[src/rtl/core/ahcf_pkg.sv]
// ----------------------------------------------------------------------------
// ahcf_pkg
// Shared types and constants of the anchor hit conflict filter.
// ----------------------------------------------------------------------------
package ahcf_pkg;

	localparam int FIELD_W   = 16;  // width of start and length fields on the ports
	localparam int LIMIT_W   = 16;  // width of the overlap limit registers
	localparam int VERDICT_W = 2;
	localparam int CFG_IDX_W = 8;

	// configuration register indexes
	localparam logic [CFG_IDX_W-1:0] REG_TOTAL_LIMIT   = 8'd0;
	localparam logic [CFG_IDX_W-1:0] REG_PARTIAL_LIMIT = 8'd1;

	// verdict codes
	localparam logic [VERDICT_W-1:0] VERD_REJECT = 2'd0;
	localparam logic [VERDICT_W-1:0] VERD_DECENT = 2'd1;
	localparam logic [VERDICT_W-1:0] VERD_STORED = 2'd2;
	localparam logic [VERDICT_W-1:0] VERD_FULL   = 2'd3;

	// per-cell judgment of the current hit against the cell's anchor
	typedef struct packed {
		logic bad;
		logic decent;
	} cell_flags_t;

endpackage

[src/rtl/core/ahcf_cell.sv]
// ----------------------------------------------------------------------------
// ahcf_cell
// One stored anchor: shifts in from its neighbor on a store, and judges the
// current hit against its anchor, registering the result flags.
// ----------------------------------------------------------------------------
module ahcf_cell #(
	parameter int POS_WIDTH = 16
) (
	input  logic                          clk,
	input  logic                          shift_en,
	input  logic                          cmp_en,
	input  logic                          active,
	input  logic [POS_WIDTH-1:0]          prev_a,
	input  logic [POS_WIDTH-1:0]          prev_b,
	input  logic [POS_WIDTH-1:0]          prev_len,
	input  logic [POS_WIDTH-1:0]          hit_a,
	input  logic [POS_WIDTH-1:0]          hit_b,
	input  logic [POS_WIDTH-1:0]          hit_len,
	input  logic [ahcf_pkg::LIMIT_W-1:0]  total_limit,
	input  logic [ahcf_pkg::LIMIT_W-1:0]  partial_limit,
	output logic [POS_WIDTH-1:0]          anc_a,
	output logic [POS_WIDTH-1:0]          anc_b,
	output logic [POS_WIDTH-1:0]          anc_len,
	output ahcf_pkg::cell_flags_t         flags
);
	import ahcf_pkg::*;

	localparam int EW = POS_WIDTH + 1;          // end positions and sums
	localparam int DW = EW + LIMIT_W;           // common width for limit compare

	logic [POS_WIDTH-1:0] a_q, b_q, len_q;
	cell_flags_t          flags_q;

	logic [EW-1:0] ha, hb, sa, sb, hae, hbe, sae, sbe;
	logic [EW-1:0] p_sum, q_sum, diag_d;
	logic [DW-1:0] dist_x, tot_x, par_x;
	logic          crosses, contained, head_hs, head_sh, conf, over_tot, over_par;

	// advance the chain on a store
	always_ff @(posedge clk) begin
		if (shift_en) begin
			a_q   <= prev_a;
			b_q   <= prev_b;
			len_q <= prev_len;
		end
	end

	always_comb begin
		ha  = EW'(hit_a);
		hb  = EW'(hit_b);
		sa  = EW'(a_q);
		sb  = EW'(b_q);
		hae = ha + EW'(hit_len);
		hbe = hb + EW'(hit_len);
		sae = sa + EW'(len_q);
		sbe = sb + EW'(len_q);

		crosses = (ha < sa && hb > sb && hae < sae) || (ha > sa && hb < sb && hbe < sbe);
		contained = (ha >= sa && hae <= sae) || (hb >= sb && hbe <= sbe);
		// head of hit over tail of anchor, and the other way round
		head_hs = (ha >= sa && hae > sae && sae > ha) || (hb >= sb && hbe > sbe && sbe > hb);
		head_sh = (sa >= ha && sae > hae && hae > sa) || (sb >= hb && sbe > hbe && hbe > sb);

		// |(sa - sb) - (ha - hb)| = |(sa + hb) - (sb + ha)|
		p_sum  = sa + hb;
		q_sum  = sb + ha;
		diag_d = (p_sum > q_sum) ? (p_sum - q_sum) : (q_sum - p_sum);

		dist_x   = DW'(diag_d);
		tot_x    = DW'(total_limit);
		par_x    = DW'(partial_limit);
		over_tot = dist_x > tot_x;
		over_par = dist_x > par_x;
		conf     = crosses || contained;
	end

	always_ff @(posedge clk) begin
		if (cmp_en) begin
			flags_q.bad    <= active && ((conf && over_tot) ||
				(!conf && (head_hs || head_sh) && over_par));
			flags_q.decent <= active && conf && !over_tot;
		end
	end

	assign anc_a   = a_q;
	assign anc_b   = b_q;
	assign anc_len = len_q;
	assign flags   = flags_q;

endmodule

[config.mk]
export PLATFORM = sky130hd
export DESIGN_NAME = ahcf_cell
export DESIGN_NICKNAME = d
export VERILOG_FILES = /design/src/rtl/core/ahcf_pkg.sv /design/src/rtl/core/ahcf_cell.sv
export SDC_FILE = /design/constraint.sdc
export NUM_CORES = 1
export LEC_CHECK = 0
export BUFFER_PORTS_ARGS = -buffer_cell sky130_fd_sc_hd__buf_2
export CAP_MARGIN = 20
export CORE_ASPECT_RATIO = 1.4
export CORE_MARGIN = 3
export CORE_UTILIZATION = 45
export DETAILED_ROUTE_END_ITERATION = 10
export GPL_TIMING_DRIVEN = 0
export PLACE_DENSITY = 0.66
export SLEW_MARGIN = 20
export SYNTH_ARGS = -nofsm -noshare
export SYNTH_HDL_FRONTEND = slang
export SYNTH_SLANG_ARGS = --single-unit
[constraint.sdc]
create_clock -name clk -period 12.8 [get_ports clk]
set_input_delay 3.2 -clock clk [delete_from_list [all_inputs] [get_ports clk]]
set_output_delay 3.2 -clock clk [all_outputs]
set_load 0.01 [all_outputs]
Yosys cells after proc, flatten, opt, wreduce, memory -nomap -nowiden
Cells that the tools add are included.
{ "op_classes": {"n_addsub": 8, "n_bitwise": 0, "n_eq_ne": 0, "multipliers": 0, "n_reduce_logical": 29, "mux": 1, "n_lt_le_gt_ge": 23, "shift": 0, "div_mod_pow": 0} }
{ "op_table": {"columns": ["cell", "count"], "rows": [
  ["$add A16 B16 Y17", 6],
  ["$gt A17 B16 Y1", 6],
  ["$gt A17 B17 Y1", 5],
  ["$ge A16 B16 Y1", 4],
  ["$le A17 B17 Y1", 2],
  ["$lt A17 B17 Y1", 2],
  ["$sub A17 B17 Y17", 2],
  ["$gt A16 B16 Y1", 2],
  ["$lt A16 B16 Y1", 2],
  ["$logic_and A1 B1 Y1", 20],
  ["$mux W17", 1],
  ["$logic_or A1 B1 Y1", 7],
  ["$logic_not A1 Y1", 2]
]} }
{ "totals": {"in_bits": 132, "ramBits": 0, "ff_bits": 50, "latch_bits": 0, "romBits": 0, "n_memories": 0} }

Depth between registers and ports, before layout
{ "depth": {"depth_word": 10, "ltp_mapped": 33} }

Least setup slack after synthesis
Ideal clock, no wire load.
{ "synth_path": {"kind": "input-to-reg", "from": "in hit_a[0]", "to": "reg flags_q, in the netlist flags[1], data pin", "setup_slack_ns": 3.427, "t_required_ns": 12.531, "path_buffers": 3, "path_stages": 31, "arrival_ns": 9.103, "cell_sequence": "ha_1 -> fa_1 -> a21o_1 -> a21oi_1 -> o21bai_1 -> a211o_1 -> nand3_1 -> nand4_1 -> o211a_1 -> a31o_2 -> xor2_1 -> ha_1 -> buf_2 -> nand4_2 -> o41ai_4 -> nand2_2 -> and2_4 -> a31oi_4 -> buf_4 -> buf_2 -> mux2_2 -> ha_1 -> nor2b_1 -> o21a_1 -> o21a_1 -> o21ai_0 -> a211oi_1 -> o41ai_1 -> nand2b_1 -> mux2i_1 -> o32ai_2"} }
{ "synth_between": {"elab_chain_cells": 10, "word_cells_on_any_way": 39, "classes_between": "add/sub (4); order compare (13); mux (1); reduce/logical (21)"} }
{ "synth_rtl": {"columns": ["element", "line", "text"], "rows": [
  ["start: declaration", "ahcf_cell.sv:16", "input logic [POS_WIDTH-1:0] hit_a,"],
  ["branches (longest 8 deep; another with $add A16 B16 Y17)", null, null],
  ["$logic_or A1 B1 Y1 (*)", "ahcf_cell.sv:79", "flags_q.bad <= active && ((conf && over_tot) ||"],
  ["$logic_and A1 B1 Y1 (*)", "ahcf_cell.sv:79", null],
  ["end: declaration", "ahcf_cell.sv:32", "cell_flags_t flags_q;"]
]} }
Every way passes the cells marked *.
A chain may end at the register's enable or synchronous reset.

Worst setup path after layout
Ends and elaborated chain as after synthesis.

==> impl_metrics.tcl <==
set metrics [dict create \
    timing.final.crit_share_pct 81.6 \
    cts_buffers 5 \
    worstSetupPathType "in2reg" \
    start_util_pct 45.8 \
    ant_nets 0 \
    crit_path_end_kind "flop" \
    hold_class "reg2reg" \
    grt_util_all_layers_pct 25.5 \
    max_freq_ghz 0.0957 \
    vias 10700 \
    synth_most_common_cell "ha_1" \
    synth_top_area_share_pct 32.2 \
    io_pins 182 \
    period_needed_ns 10.45 \
    rsz0062_at_grt "no" \
    final_layout_size_suffix_gt1_share_pct 14.7 \
    slew_headroom_pct 44.8 \
    worstSetupStartpointType "input port" \
    post_cts_buffers 0 \
    wl_met2_um 18500 \
    yosys.area_share.simple_pct 14.4 \
    cp_max_fo 10 \
    path_clk_slew_ns 0.08 \
    wl_met3_um 1180 \
    synth_edf_count 50 \
    yosysTopAreaCell "ha_1" \
    insertion_delay_ns 0.32 \
    peakVddDrop_v 0.000111 \
    synth-main-ff-cell "edfxtp_1" \
    critPathTopFamily "compound AO/OA/AOI/OAI gates" \
    fin_nets 1985 \
    utilization_pct 51.8 \
    antenna_found_initial 0 \
    max_cap_violations 0 \
    die_x_um 140 \
    synth_mux_area_share_pct 1.30 \
    synth_compound_area_share_pct 22.5 \
    worstMarginPinSlew_ns 0.821 \
    final-setup-viol-count 0 \
    drt-total-wl_um 35000 \
    p_leak_nw 6.66 \
    cp_slowest_cell "o41ai_1" \
    timing_hold_violations_final 0 \
    yosys-top-cells-count "ha_1 (291), inv_1 (187), a21oi_1 (115)" \
    grt_max_degree 49 \
    drtPass1Iterations 5 \
    synth_cell_types 70 \
    syn_to_final_growth_pct 13.0 \
    synth_top_family_by_area "adder cells" \
    wl_met1_um 13500 \
    tns_ns 0 \
    required_ns 12.85 \
    cts_resized 0 \
    place_congestion 0.906 \
    htreeDepth 2 \
    root_buffer "clkbuf_16" \
    grt_pass1_vias 11100 \
    detail_route.iter0.violations 388 \
    synth-async-reset-ratio_pct 0 \
    routed.top_layer "met4" \
    hpwl_um 30800 \
    worst-path-buf-inv 4 \
    ys_top_cells_by_area "ha_1 (32%), edfxtp_1 (13%), inv_1 (6.2%)" \
    core_um2 24700 \
    finalMaxSlewViolations 0 \
    finClkSkew_ns 0.0118 \
    avgSynthCellArea_um2 8.27 \
    cts.path.max_buffers 2 \
    powerDensity_nw_per_um2 146 \
    netlist_area_um2 11300 \
    synth_cells 1366 \
    max_stage_delay_ns 0.64 \
    status "finished clean" \
    cp.arrival_ns 10.50 \
    yosysSeqAreaShare_pct 13.3 \
    grt_pass1_wl_um 55400 \
    cts_tree "yes" \
    synth_xor_area_share_pct 8.06 \
    grt_overflow 0 \
    ys_warn_count 0 \
    port_buffers 181 \
    ys_seq_elements 50 \
    numClockSinks 50 \
    die_area_um2 27100 \
    viasPerCell 5.73 \
    post_drt_wl_per_cell_um 18.7 \
    hold_buffers 0 \
    num_rows 68 \
    synthAdderAreaFrac_pct 33.6 \
    synthesis.nets 1797 \
    drc 0 \
    die_y_um 193 \
]
layer usage:
| layer | vias up | global-route usage, % |
|---|---|---|
| li1 | 5378 | - |
| met1 | 4992 | 27.3 |
| met2 | 264 | 48.8 |
| met3 | 89 | 2.65 |
| met4 | 0 | 12.8 |
| met5 | - | 0 |
cell usage in the layout (no fill, tap or decap), types with 4 or more instances in the layout:
master	instances
ha_1	291
inv_1	187
buf_2	185
a21oi_1	115
nand2_1	75
xnor2_1	73
o21ai_0	65
nor2_1	55
edfxtp_1	50
a21o_1	48
nand4_1	36
nand3_1	35
xor2_1	31
a211oi_1	28
nor3_1	22
o21bai_1	20
nand2b_1	16
nor2b_1	16
o21a_1	15
and3_1	12
a211o_1	12
or3_1	11
a31oi_1	10
a31o_2	9
o211ai_1	9
mux2i_1	9
or2_2	8
fa_1	8
and2_1	6
o41ai_1	6
and4_1	5
clkbuf_1	5
mux2_2	5
nor4_1	5
clkbuf_16	5
o31ai_1	4
a21boi_0	4
a2111oi_0	4
a221oi_1	4
final timing paths:
kind | cells past startpoint | startpoint | to | slack [ns]
worst min register to register | 5 | anc_len[15]$_DFFE_PP_ | flags[1]$_DFFE_PP_ | 1.35
worst max register to register | 31 | anc_a[0]$_DFFE_PP_ | flags[1]$_DFFE_PP_ | 4.83
worst max-delay path | 32 | hit_a[0] | flags[1]$_DFFE_PP_ | 2.35
worst min-delay path | 5 | anc_len[15]$_DFFE_PP_ | flags[1]$_DFFE_PP_ | 1.35
per-stage QoR:
step	total power [mW]	hold WS [ns]	area, µm²	worst slack (ns)	cells
after detailed placement	1.69	1.32	12600	2.03	1862
after global routing	2.05	1.47	12800	1.97	1870
after CTS	1.86	1.34	12800	2.38	1870
after global placement	1.65	1.33	12600	2.07	1862
after floorplan	1.31	1.13	11300	3.43	1366
final	1.86	1.35	12800	2.35	1871
sequential cells by signal (all words and copies together) (netlist names):
name,count
anc_a,16
anc_b,16
anc_len,16
flags,2
kinds of logic after synthesis:
| group | after synthesis |
|---|---|
| xor+xnor | 104 |
| compound gates | 382 |
| flops | 50 |
| simple gates | 316 |
| buf+inv | 201 |
| fa+ha+maj | 299 |
| mux | 14 |
worst min-delay path, cell delays in order (launching register included):
cell and delay (ns):
edfxtp_1 0.41, ha_1 0.25, a31oi_1 0.06, a21oi_1 0.14, nor4_1 0.11, o32ai_2 0.25
report_power, final:
group          switching [mW]  total (mW)  internal (mW)
logic                   0.843        1.47          0.629
registers              0.0257       0.225          0.199
clock network          0.0688       0.161         0.0926
final cells by class:
class                      instances  area (µm²)
sequential                        50        1500
multi-input combinational       1115        9030
fill                            2453       11900
inverter                         187         702
antenna                            1        2.50
timing repair buffer             181         908
tap                              315         394
clock inverter                     2        37.5
buffer                            14        66.3
clock buffer                       6         129
No activity file was read; power rests on OpenSTA's default activity.
